**src/hdl/wtp_pkg.sv**
```systemverilog
// ----------------------------------------------------------------------------
// Wavetable phase-to-amplitude: shared constants and table functions
// Mode codes, sample limits, the half-wave shape table and the builder for
// the quarter-wave sine table. The sine builder runs at elaboration only.
// ----------------------------------------------------------------------------
package wtp_pkg;

   localparam logic [2:0] MODE_SINE_LERP  = 3'd0;
   localparam logic [2:0] MODE_SINE       = 3'd1;
   localparam logic [2:0] MODE_TRIANGLE   = 3'd2;
   localparam logic [2:0] MODE_SQUARE     = 3'd3;
   localparam logic [2:0] MODE_RAMP_UP    = 3'd4;
   localparam logic [2:0] MODE_RAMP_DOWN  = 3'd5;
   localparam logic [2:0] MODE_SHAPE_LERP = 3'd6;
   localparam logic [2:0] MODE_UNUSED     = 3'd7;

   localparam logic signed [16:0] SAMPLE_MAX = 17'sd32767;
   localparam logic signed [16:0] SAMPLE_MIN = -17'sd32768;

   localparam int unsigned SHAPE_LAST = 16;

   localparam logic [63:0] HALF_PI_Q62 = 64'h6487_ED51_10B4_611A;
   localparam logic [63:0] ONE_Q31     = 64'h0000_0000_8000_0000;
   localparam logic [63:0] HALF_Q31    = 64'h0000_0000_4000_0000;

   // k*(k+1) for k = 18, 16, ..., 2 of the nested Taylor series
   localparam logic [63:0] TAYLOR_DIV [9] = '{
      64'd342, 64'd272, 64'd210, 64'd156, 64'd110, 64'd72, 64'd42, 64'd20, 64'd6
   };

   // Entry idx of a quarter-wave table of 2^log2+1 entries, built from
   // integer Q31 arithmetic: round(32767*sin(idx*pi/2^(log2+1))).
   function automatic logic [14:0] sine_rom_value(input int unsigned log2,
                                                  input int unsigned idx);
      logic [63:0] step;
      logic [63:0] x;
      logic [63:0] x2;
      logic [63:0] t;
      logic [63:0] p;
      logic [63:0] s;
      logic [63:0] v;
      step = HALF_PI_Q62 >> log2;
      x    = ((step * 64'(idx)) + HALF_Q31) >> 31;
      x2   = (x * x) >> 31;
      t    = ONE_Q31;
      for (int j = 0; j < 9; j++) begin
         p = ((x2 * t) >> 31) / TAYLOR_DIV[j];
         t = (p >= ONE_Q31) ? 64'd0 : ONE_Q31 - p;
      end
      s = (x * t) >> 31;
      v = ((64'd32767 * s) + HALF_Q31) >> 31;
      if (v > 64'd32767) begin
         v = 64'd32767;
      end
      return v[14:0];
   endfunction

   // Half-wave shape table; indices past the last entry saturate.
   function automatic logic [14:0] shape_rom_value(input logic [8:0] idx);
      logic [4:0]  sat;
      logic [14:0] val;
      sat = (idx > 9'(SHAPE_LAST)) ? 5'(SHAPE_LAST) : idx[4:0];
      unique case (sat)
         5'd0:    val = 15'd0;
         5'd1:    val = 15'd10;
         5'd2:    val = 15'd1000;
         5'd3:    val = 15'd2000;
         5'd4:    val = 15'd10000;
         5'd5:    val = 15'd12000;
         5'd6:    val = 15'd20000;
         5'd7:    val = 15'd25000;
         5'd8:    val = 15'd32000;
         5'd9:    val = 15'd32200;
         5'd10:   val = 15'd32000;
         5'd11:   val = 15'd25000;
         5'd12:   val = 15'd20000;
         5'd13:   val = 15'd12000;
         5'd14:   val = 15'd10000;
         5'd15:   val = 15'd1000;
         5'd16:   val = 15'd10;
         default: val = 15'd10;
      endcase
      return val;
   endfunction

endpackage

```
**src/hdl/wavetable_phase_to_amplitude.sv**
```systemverilog
// ----------------------------------------------------------------------------
// Wavetable phase-to-amplitude converter
// Maps a 32-bit oscillator phase to a signed 16-bit sample for seven
// waveforms: quarter-wave sine (plain and interpolated), triangle, square,
// two ramps and an interpolated half-wave shape.
// ----------------------------------------------------------------------------
//
//  Channel    Ports                          Transfer
//  ---------  -----------------------------  ----------------------------------
//  request    start, busy, req_mode,         edge with start high and busy low
//             req_phase
//  response   rsp_valid, rsp_sample          edge ending the cycle rsp_valid
//                                            is high; one cycle only
//
//  One request is taken every cycle; busy is always low. Each sample passes
//  in order through the input register, table address, table read,
//  interpolation multiply, and final add and output register.
//  Reset clears the valid bits of every stage; data in flight is dropped.
//  The receiver takes every response, so the pipeline never stalls.
//
module wavetable_phase_to_amplitude #(
   parameter int SINE_TABLE_LOG2  = 7,
   parameter int SHAPE_TABLE_LOG2 = 4,
   parameter int FRACTION_BITS    = 8
) (
   input  logic               clock,
   input  logic               reset,
   input  logic               start,
   output logic               busy,
   input  logic [2:0]         req_mode,
   input  logic [31:0]        req_phase,
   output logic               rsp_valid,
   output logic signed [15:0] rsp_sample
);
   import wtp_pkg::*;

   localparam int SINE_N   = 1 << SINE_TABLE_LOG2;
   localparam int SINE_AW  = SINE_TABLE_LOG2 + 1;
   localparam int SINE_IW  = SINE_TABLE_LOG2 + 2;
   localparam int SHAPE_N  = 1 << SHAPE_TABLE_LOG2;
   localparam int SHAPE_AW = SHAPE_TABLE_LOG2 + 1;
   localparam int SHAPE_IW = SHAPE_TABLE_LOG2 + 1;
   localparam int FW       = FRACTION_BITS;
   localparam int PW       = 18 + FRACTION_BITS;

   localparam logic [1:0] KIND_FLAT  = 2'd0;
   localparam logic [1:0] KIND_SINE  = 2'd1;
   localparam logic [1:0] KIND_SHAPE = 2'd2;

   // Quarter-wave sine table, fixed at elaboration
   logic [14:0] sine_rom [SINE_N + 1];

   for (genvar g = 0; g <= SINE_N; g++) begin : g_sine_rom
      assign sine_rom[g] = sine_rom_value(SINE_TABLE_LOG2, g);
   end

   function automatic logic [SINE_AW-1:0] sine_addr(input logic [SINE_IW-1:0] idx);
      logic [SINE_AW-1:0] pos;
      pos = {1'b0, idx[SINE_TABLE_LOG2-1:0]};
      return idx[SINE_TABLE_LOG2] ? SINE_AW'(SINE_N) - pos : pos;
   endfunction

   function automatic logic [SHAPE_AW-1:0] shape_addr(input logic [SHAPE_IW-1:0] idx);
      logic [SHAPE_AW-1:0] pos;
      pos = {1'b0, idx[SHAPE_TABLE_LOG2-1:0]};
      return idx[SHAPE_TABLE_LOG2] ? SHAPE_AW'(SHAPE_N) - pos : pos;
   endfunction

   // ---- stage 0: input register ----
   logic        in_vld_ff;
   logic [2:0]  in_mode_ff;
   logic [31:0] in_phase_ff;

   // ---- stage 1: table addresses ----
   logic                     ad_vld_ff;
   logic [1:0]               ad_kind_ff,     ad_kind_in;
   logic [SINE_AW-1:0]       ad_sin_a_ff,    ad_sin_a_in;
   logic [SINE_AW-1:0]       ad_sin_b_ff,    ad_sin_b_in;
   logic [SHAPE_AW-1:0]      ad_shp_a_ff,    ad_shp_a_in;
   logic [SHAPE_AW-1:0]      ad_shp_b_ff,    ad_shp_b_in;
   logic                     ad_neg_a_ff,    ad_neg_a_in;
   logic                     ad_neg_b_ff,    ad_neg_b_in;
   logic [FW-1:0]            ad_frac_ff,     ad_frac_in;
   logic signed [16:0]       ad_flat_ff,     ad_flat_in;

   logic [SINE_IW-1:0]       sin_a, sin_b;
   logic [SHAPE_IW-1:0]      shp_a, shp_b;
   logic [14:0]              tri_q;
   logic [15:0]              ramp_hi;

   always_comb begin
      sin_a   = in_phase_ff[31 -: SINE_IW];
      sin_b   = sin_a + 1'b1;
      shp_a   = in_phase_ff[31 -: SHAPE_IW];
      shp_b   = shp_a + 1'b1;
      tri_q   = in_phase_ff[29:15];
      ramp_hi = in_phase_ff[31:16];

      ad_sin_a_in = sine_addr(sin_a);
      ad_sin_b_in = sine_addr(sin_b);
      ad_shp_a_in = shape_addr(shp_a);
      ad_shp_b_in = shape_addr(shp_b);
      ad_kind_in  = KIND_FLAT;
      ad_neg_a_in = 1'b0;
      ad_neg_b_in = 1'b0;
      ad_frac_in  = '0;
      ad_flat_in  = '0;

      unique case (in_mode_ff)
         MODE_SINE_LERP: begin
            ad_kind_in  = KIND_SINE;
            ad_neg_a_in = sin_a[SINE_IW-1];
            ad_neg_b_in = sin_b[SINE_IW-1];
            ad_frac_in  = in_phase_ff[31-SINE_IW -: FW];
         end
         MODE_SINE: begin
            // no blend: the second entry is weighted by zero
            ad_kind_in  = KIND_SINE;
            ad_neg_a_in = sin_a[SINE_IW-1];
            ad_neg_b_in = sin_b[SINE_IW-1];
         end
         MODE_TRIANGLE: begin
            unique case (in_phase_ff[31:30])
               2'd0: ad_flat_in = $signed({2'b00, tri_q});
               2'd1: ad_flat_in = SAMPLE_MAX - $signed({2'b00, tri_q});
               2'd2: ad_flat_in = -$signed({2'b00, tri_q});
               2'd3: ad_flat_in = $signed({2'b00, tri_q}) + SAMPLE_MIN;
            endcase
         end
         MODE_SQUARE: begin
            ad_flat_in = in_phase_ff[31] ? SAMPLE_MAX : SAMPLE_MIN;
         end
         MODE_RAMP_UP: begin
            ad_flat_in = ramp_hi[15] ? SAMPLE_MAX : $signed({1'b0, ramp_hi});
         end
         MODE_RAMP_DOWN: begin
            ad_flat_in = ramp_hi[15] ? 17'sd0 : SAMPLE_MAX - $signed({1'b0, ramp_hi});
         end
         MODE_SHAPE_LERP: begin
            ad_kind_in  = KIND_SHAPE;
            ad_neg_a_in = shp_a[SHAPE_IW-1];
            ad_neg_b_in = shp_b[SHAPE_IW-1];
            ad_frac_in  = in_phase_ff[31-SHAPE_IW -: FW];
         end
         MODE_UNUSED: begin
            ad_flat_in = '0;
         end
      endcase
   end

   // ---- stage 2: table read and sign ----
   logic                 rd_vld_ff;
   logic signed [16:0]   rd_v1_ff, rd_v1_in;
   logic signed [16:0]   rd_v2_ff, rd_v2_in;
   logic [FW-1:0]        rd_frac_ff;
   logic signed [16:0]   raw1, raw2;

   always_comb begin
      unique case (ad_kind_ff)
         KIND_SINE: begin
            raw1 = $signed({2'b00, sine_rom[ad_sin_a_ff]});
            raw2 = $signed({2'b00, sine_rom[ad_sin_b_ff]});
         end
         KIND_SHAPE: begin
            raw1 = $signed({2'b00, shape_rom_value(9'(ad_shp_a_ff))});
            raw2 = $signed({2'b00, shape_rom_value(9'(ad_shp_b_ff))});
         end
         default: begin
            raw1 = ad_flat_ff;
            raw2 = ad_flat_ff;
         end
      endcase
      rd_v1_in = ad_neg_a_ff ? -raw1 : raw1;
      rd_v2_in = ad_neg_b_ff ? -raw2 : raw2;
   end

   // ---- stage 3: blend multiply ----
   logic                 ml_vld_ff;
   logic signed [16:0]   ml_v1_ff;
   logic signed [PW-1:0] ml_prod_ff, ml_prod_in;
   logic signed [16:0]   diff;

   always_comb begin
      diff       = rd_v2_ff - rd_v1_ff;
      ml_prod_in = PW'(diff * $signed({1'b0, rd_frac_ff}));
   end

   // ---- stage 4: floor shift, add, output ----
   logic                 out_vld_ff;
   logic signed [15:0]   out_sample_ff, out_sample_in;
   logic signed [PW-1:0] shifted;
   logic signed [16:0]   total;

   always_comb begin
      shifted       = ml_prod_ff >>> FW;
      total         = ml_v1_ff + shifted[16:0];
      out_sample_in = total[15:0];
   end

   // valid bits
   always_ff @(posedge clock) begin
      if (reset) begin
         in_vld_ff  <= 1'b0;
         ad_vld_ff  <= 1'b0;
         rd_vld_ff  <= 1'b0;
         ml_vld_ff  <= 1'b0;
         out_vld_ff <= 1'b0;
      end else begin
         in_vld_ff  <= start & ~busy;
         ad_vld_ff  <= in_vld_ff;
         rd_vld_ff  <= ad_vld_ff;
         ml_vld_ff  <= rd_vld_ff;
         out_vld_ff <= ml_vld_ff;
      end
   end

   // data path
   always_ff @(posedge clock) begin
      in_mode_ff    <= req_mode;
      in_phase_ff   <= req_phase;
      ad_kind_ff    <= ad_kind_in;
      ad_sin_a_ff   <= ad_sin_a_in;
      ad_sin_b_ff   <= ad_sin_b_in;
      ad_shp_a_ff   <= ad_shp_a_in;
      ad_shp_b_ff   <= ad_shp_b_in;
      ad_neg_a_ff   <= ad_neg_a_in;
      ad_neg_b_ff   <= ad_neg_b_in;
      ad_frac_ff    <= ad_frac_in;
      ad_flat_ff    <= ad_flat_in;
      rd_v1_ff      <= rd_v1_in;
      rd_v2_ff      <= rd_v2_in;
      rd_frac_ff    <= ad_frac_ff;
      ml_v1_ff      <= rd_v1_ff;
      ml_prod_ff    <= ml_prod_in;
      out_sample_ff <= out_sample_in;
   end

   assign busy       = 1'b0;
   assign rsp_valid  = out_vld_ff;
   assign rsp_sample = out_sample_ff;

   // ---- assertions ----
   a_latency : assert property (@(posedge clock) disable iff (reset)
      (start && !busy) |-> ##5 rsp_valid)
      else $error("request transfer did not give a response five cycles later");

   a_no_spurious : assert property (@(posedge clock) disable iff (reset)
      rsp_valid |-> $past(start && !busy, 5))
      else $error("response without a matching request transfer");

   a_square : assert property (@(posedge clock) disable iff (reset)
      (rsp_valid && $past(start && !busy, 5) && $past(req_mode, 5) == MODE_SQUARE)
      |-> rsp_sample == ($past(req_phase[31], 5) ? 16'sh7FFF : 16'sh8000))
      else $error("square sample does not follow the top phase bit");

endmodule
```
**config.mk**
```make
export PLATFORM = sky130hd
export DESIGN_NAME = wavetable_phase_to_amplitude
export DESIGN_NICKNAME = d
export VERILOG_FILES = /design/src/hdl/wtp_pkg.sv /design/src/hdl/wavetable_phase_to_amplitude.sv
export SDC_FILE = /design/constraint.sdc
export NUM_CORES = 1
export LEC_CHECK = 0
export BUFFER_PORTS_ARGS = -buffer_cell sky130_fd_sc_hd__buf_2
export CAP_MARGIN = 20
export CORE_MARGIN = 1.5
export CORE_UTILIZATION = 32
export CTS_CLUSTER_DIAMETER = 150
export DETAILED_ROUTE_END_ITERATION = 10
export HOLD_SLACK_MARGIN = 0.03
export PLACE_DENSITY = 0.56
export RECOVER_POWER = 50
export SLEW_MARGIN = 30
export SYNTH_ARGS = -nofsm -noshare
export SYNTH_HDL_FRONTEND = slang
export SYNTH_SLANG_ARGS = --single-unit
```
**constraint.sdc**
```tcl
create_clock -name clock -period 13.6 [get_ports clock]
set_input_delay 4.08 -clock clock [delete_from_list [all_inputs] [get_ports clock]]
set_output_delay 4.08 -clock clock [all_outputs]
set_load 0.01 [all_outputs]
```
==> results of run 1 <==
-- state kept, by name, summed over array words and instances, names as in the netlist, 5 cells and up --
| name | count |
|---|---|
| ml_v1_ff | 16 |
| in_phase_ff | 17 |
| ad_frac_ff | 8 |
| ad_sin_a_ff | 8 |
| rsp_sample | 16 |
| ml_prod_ff | 16 |
| ad_sin_b_ff | 8 |
| ad_shp_b_ff | 5 |
| ad_shp_a_ff | 5 |
| rd_v1_ff | 17 |
| rd_frac_ff | 8 |
| ad_flat_ff | 17 |
| rd_v2_ff | 17 |
-- layout make-up --
| type | instances | area, um2 |
|---|---|---|
| multi-input combinational | 1705 | 12900 |
| sequential | 170 | 3410 |
| inverter | 218 | 818 |
| timing repair buffer | 57 | 323 |
| tap | 748 | 936 |
| clock inverter | 14 | 176 |
| clock buffer | 18 | 439 |
| fill | 5743 | 36100 |
-- worst register-to-register path, cell delays in order, from the launching register on --
cell and delay [ns]:
dfxtp_1 0.46, inv_1 0.07, ha_1 0.28, nor2b_1 0.12
o21ai_0 0.22, a21oi_1 0.13, o31ai_1 0.55, o21ai_0 0.21
xor2_1 0.55, nand2_1 0.16, fa_1 0.50, inv_1 0.05
fa_1 0.49, fa_1 0.49, inv_1 0.05, fa_1 0.52
inv_1 0.04, ha_1 0.33, a21o_1 0.21, a2111oi_0 0.38
o21ai_0 0.12, a21oi_1 0.34, o21ai_0 0.30, a211oi_1 0.56
nor2b_1 0.09, nor2_1 0.15, xnor3_1 0.22
-- power by group through the flow --
stage          sequential [mW]  clock [mW]  combinational (mW)
2_1_floorplan            0.661           0                1.21
3_3_place_gp             0.683           0                1.53
3_5_place_dp             0.684           0                1.55
4_1_cts                  0.672       0.517                1.56
5_1_grt                  0.683       0.539                1.77
6_report                 0.672       0.504                1.56
-- cell families (layout without fill, tap and decap cells) --
family / Yosys count / in the layout / synth area share
and+or+nand+nor: 750 / 750 / 0.212
AOI/OAI and AO/OA: 558 / 558 / 0.215
buffers and inverters: 367 / 307 / 0.0878
adders and majority gates: 238 / 238 / 0.210
DFF: 170 / 170 / 0.190
xor gates and xnor gates: 129 / 129 / 0.0639
muxes: 29 / 29 / 0.0216
other: 1 / 1 / 0.000209
-- synth_stat cells, drive strengths merged, types with 7 or more instances --
master	number
inv	215
nand2	193
dfxtp	170
nor2	170
ha	132
a21oi	119
o21ai	119
fa	104
xnor2	82
and2	80
clkbuf	78
buf	71
nand2b	67
nor2b	61
nor3	47
xor2	46
nand3	40
a31oi	33
o211ai	25
o31ai	23
o21a	22
a211oi	20
o22ai	18
nand4	17
a211o	16
mux2i	15
o311ai	15
a221oi	14
a311oi	14
and3	14
a22oi	13
o41ai	12
or3	12
o221ai	11
or2	11
a21o	9
nor4	9
o2111ai	9
a2111oi	8
a311o	7
mux2	7
mux4	7
nor3b	7
-- how the worst max path moves through the flow --
stage / from / to / slack [ns] / cells past startpoint
finish: rd_v1_ff[1] / ml_prod_ff[23] / 5.87 / 26
CTS: rd_v1_ff[1] / ml_prod_ff[23] / 5.87 / 26
global route: rd_v1_ff[1] / ml_prod_ff[23] / 5.26 / 26
detailed placement: rd_v1_ff[1] / ml_prod_ff[23] / 5.88 / 26
global placement: rd_v1_ff[1] / ml_prod_ff[23] / 5.88 / 26
floorplan: rd_v1_ff[1] / ml_prod_ff[23] / 7.16 / 27
-- routing by layer --
layer | track usage | up-vias | part of all wire
li1 | - | 7607 | -
met1 | 0.251 | 7596 | 0.46
met2 | 0.293 | 611 | 0.45
met3 | 0.0402 | 131 | 0.062
met4 | 0.0679 | 0 | 0.035
met5 | 0 | - | 0
-- metrics by stage --
stage	power [mW]	utilization
after floorplan	1.87	-
after global placement	2.22	0.334
after detailed placement	2.24	0.334
after CTS	2.75	0.345
after global routing	3.00	0.345
final	2.73	0.345
==> metrics, run 1 <==
status finished, violations left; failing checks capacitance limit, slew limit; worst hold slack 0.329 ns; final setup TNS 0 ns; clock power share 0.185; CTS Buffer Depth 2; reg2reg end ml_prod_ff[23]; Seq cells post-synth 170; Hold WC Path Type reg2reg; combinational share of power 0.569; Hold Path End rd_frac_ff[3]; FP Rows 86; top cells by area, synth dfxtp_1 (19%), fa_1 (12%), ha_1 (9.2%); post-synthesis cell type count 100; clock latency on the worst-skew pair 0.47 ns; diode count 0; crit path max fanout 8; Slew headroom -0.129; largest net degree at the start of global routing 94; Data required, critical path 13.94 ns; r2r setup slk 5.87 ns; initial antenna violation count 0; minimum clock period 7.73 ns; sw frac 0.457; number of H-tree levels 4; CTS clock-pin slew for the worst setup and hold paths 0.07 ns; post-CTS sizing 0; Max Clk Rate 129 MHz; sequential power share 0.246; Final Skew 0.0129 ns; smallest setup slack after layout 5.87 ns; core area 55,200 um2; Syn Inst Count 2,242; crit path buf inv count 4; First-pass DRT Iterations 7; first-pass GRT wire length 84.8 mm; Non-Filler Instances 2,930; post-DP HPWL 39.4 mm; Critical-path top delay cell a211oi_1; endpoints failing hold 0; Slew Viols, Final 35; Finished Cell Area 19,100 um2; most common cell after layout, fill and taps aside inv_1; R2R depth 26; register area share after synthesis 0.190; GRT Residual Overflow 0; WS Path Type reg2reg; CTS tree yes; CP arrival 8.07 ns; WL per Instance 18.2 um; Inserted Clock Buffers 17; min-delay src ad_frac_ff[3]; vias 15,945; global router's overall resource usage 0.187; RSZ-0062 raised after global routing false; syn_area_per_cell 7.99 um2; layout cells sized above 1 0.0678; IO Pins 56; Routed Antenna Nets 0; dpl cell area 18,400 um2; crit-path max cell delay 0.56 ns; worst slew pin tran 1.69 ns; Int Pwr 1.48 mW; Max IR drop VDD 102 uV; Worst setup SP type register; Power Density 143 nW/um2; Via density 5.44; synthesized cell area 17,900 um2; First DRT Iteration DRCs 1,651; Crit. End Element register; Yosys top cell by area dfxtp_1; area share of the largest cell type after synthesis 0.190; area grow syn2layout 6.37%; dpl ws 5.88 ns; # port buffers 39; leading cell types in the layout, fill and taps excluded inv_1 (213), nand2_1 (192), nor2_1 (169); nets 2,443; CTS Sinks 170; number of max-cap violations 1; DRC 0; leakage power 8.03 nW; Crit path max-delay family compound AO/OA/AOI/OAI gates; die width 240 um; Post-CTS Setup Bufs 0; yosys warns 0; final setup violation count 0; reg2reg start rd_v1_ff[1]; Die H 240 um; asr flop ratio synth 0; Die ar. 57,400 um2; Post-CTS Hold Buffers 0; dominant synthesized flop cell dfxtp_1; Hold Path Depth 0; placed cells 2,898; Final Cycle Share 0.568; Starting Density 0.324; Post-synth EDFFs 0; Root Buffer clkbuf_16; NetSw 1.25 mW; WL final 53.5 mm; Final Wtd Congestion 0.952; vias in the first global route 15,308; Post-Syn Nets 2,516
(Power assumes the default switching activity.)
==> run 2: changes to the inputs <==
Settings changed: PLACE_DENSITY 0.56 to 0.57.
Clock period 13.6 ns to 6.3 ns, I/O delays scaled along.
==> run 2 against run 1 <==
Net effect: the run now ends clean; fmax grew 25%; cell count rose by 3.0%; clock power is 120% higher; clock skew is essentially flat; register-to-register slack worse by 5.7 ns; combinational power grew to 2.7 times the previous value; wire length is 1.7% higher; power increased by 150%; setup slack got worse by 5.7 ns; largest cell class unchanged.
==> metrics, run 2 (synthesized netlist as in run 1, its figures left out) <==
First-pass DRT Iterations 6 (-1); clock latency on the worst-skew pair 0.46 ns (about the same); Slew headroom 0.367 (+0.497); Data required, critical path 6.64 ns (-7.30 ns); CTS clock-pin slew for the worst setup and hold paths 0.07 ns (about the same); GRT Residual Overflow 0 (unchanged); diode count 0 (unchanged); CTS tree yes; global router's overall resource usage 0.188 (+0.00142); Worst setup SP type register; Slew Viols, Final 0 (-100%); crit path max fanout 4 (-4); Post-CTS Hold Buffers 0 (unchanged); vias in the first global route 15,609 (+2.0%); CTS Sinks 170 (unchanged); first-pass GRT wire length 85.5 mm (+0.85%); nets 2,532 (+3.6%); smallest setup slack after layout 0.126 ns (-5.75 ns); Finished Cell Area 20,100 um2 (+5.5%); Routed Antenna Nets 0 (unchanged); crit-path max cell delay 0.56 ns (about the same); Hold WC Path Type reg2reg; fill count 5,694 (-0.85%); WL final 54.4 mm (+1.7%); FP Rows 86 (unchanged); post-DP HPWL 40.6 mm (+3.0%); layout cells sized above 1 0.130 (+0.0625); leakage power 8.51 nW (+6.1%); Core Util, Final 0.364 (+0.0189); Max Clk Rate 162 MHz (+25%); CP arrival 6.51 ns (-1.56 ns); RSZ-0062 raised after global routing true; Non-Filler Instances 3,019 (+3.0%); area grow syn2layout 12.2%; Pwr Total 6.71 mW (+150%); Root Buffer clkbuf_16; Critical-path top delay cell fa_1; placed cells 2,972 (+2.6%); Starting Density 0.324 (unchanged); number of max-cap violations 0 (-1); IO Pins 56 (unchanged); status finished, final reports clean; Power Density 334 nW/um2 (+130%); die width 240 um (unchanged); worst slew pin tran 0.949 ns (-0.745 ns); WS Path Type reg2reg; Crit. End Element register; final setup violation count 0 (unchanged); # port buffers 39 (unchanged); multi-input logic area 13,300 um2 (+2.9%); initial antenna violation count 1 (+1); Via density 5.41 (-0.55%); Max IR drop VDD 211 uV (+110%); core area 55,200 um2 (unchanged); WL per Instance 18.0 um (-1.3%); leading cell types in the layout, fill and taps excluded inv_1 (204), nand2_1 (188), nor2_1 (168); Final Wtd Congestion 0.963 (+1.2%); CTS Buffer Depth 2 (unchanged); endpoints failing hold 0 (unchanged); First DRT Iteration DRCs 1,683 (+1.9%); Final Skew 0.0128 ns (-0.000126 ns); Inserted Clock Buffers 17 (unchanged); Register Area 3420 um2 (about the same); DRC 0 (unchanged); Die H 240 um (unchanged); dpl ws -0.480 ns (-6.36 ns); vias 16,339 (+2.5%); Final Cycle Share 0.980 (+0.412); dpl cell area 19,000 um2 (+3.2%); minimum clock period 6.17 ns (-1.55 ns); number of H-tree levels 4 (unchanged); largest net degree at the start of global routing 62 (-34%); Die ar. 57,400 um2 (unchanged); most common cell after layout, fill and taps aside inv_1
==> run 2: power by group <==
group	internal, mW	switching (mW)	total (mW)
registers	1.30	0.175	1.48
clock network	0.573	0.515	1.09
logic	1.90	2.25	4.15
==> run 2: cell type report <==
class	instances	area share
Multi-Input combinational cell	1705	0.663
Sequential cell	170	0.170
Timing Repair Buffer	146	0.0490
Tap cell	748	0.0466
Inverter	218	0.0407
Clock buffer	17	0.0212
Clock inverter	15	0.00990
==> run 2: worst paths after layout <==
check / start / endpoint / slack (ns) / cells past startpoint
worst min register to register: ad_frac_ff[5] / rd_frac_ff[5] / 0.33 / 0
worst max register to register: rd_v1_ff[1] / ml_prod_ff[23] / 0.13 / 28
worst max-delay path: rd_v1_ff[1] / ml_prod_ff[23] / 0.13 / 28
worst min-delay path: ad_frac_ff[5] / rd_frac_ff[5] / 0.33 / 0
==> run 2: timing repair <==
action                                 CTS  global route
pin swaps                               14            65
gates resized for setup                 18            59
setup endpoints to repair                5             8
endpoints found under the hold margin    0             0
gates cloned                             0             0
setup buffers                            9             8
==> run 2: stage by stage <==
step | hold slack (ns) | setup TNS [ns]
6_report | 0.330 | 0
5_1_grt | 0.342 | -0.308
4_1_cts | 0.333 | 0
3_5_place_dp | 0.315 | -1.09
3_3_place_gp | 0.313 | -0.612
2_1_floorplan | 0.310 | 0
==> run 2: critical path, delay by kind of cell, from the launching register on <==
kind | cells | cell delay, ns
buffers and inverters | 5 | 0.34
and+or+nand+nor | 4 | 0.42
xor gates and xnor gates | 2 | 0.35
AOI/OAI and AO/OA | 11 | 2.08
DFF | 1 | 0.34
adders and majority gates | 6 | 2.50
==> run 2: per-layer routing <==
metal | global-route usage | vias up | wire length [um]
met3 | 0.0362 | 136 | 4080
met4 | 0.0790 | 0 | 1970
met5 | 0 | - | 0
met2 | 0.297 | 713 | 24500
li1 | - | 7796 | -
met1 | 0.250 | 7694 | 23800
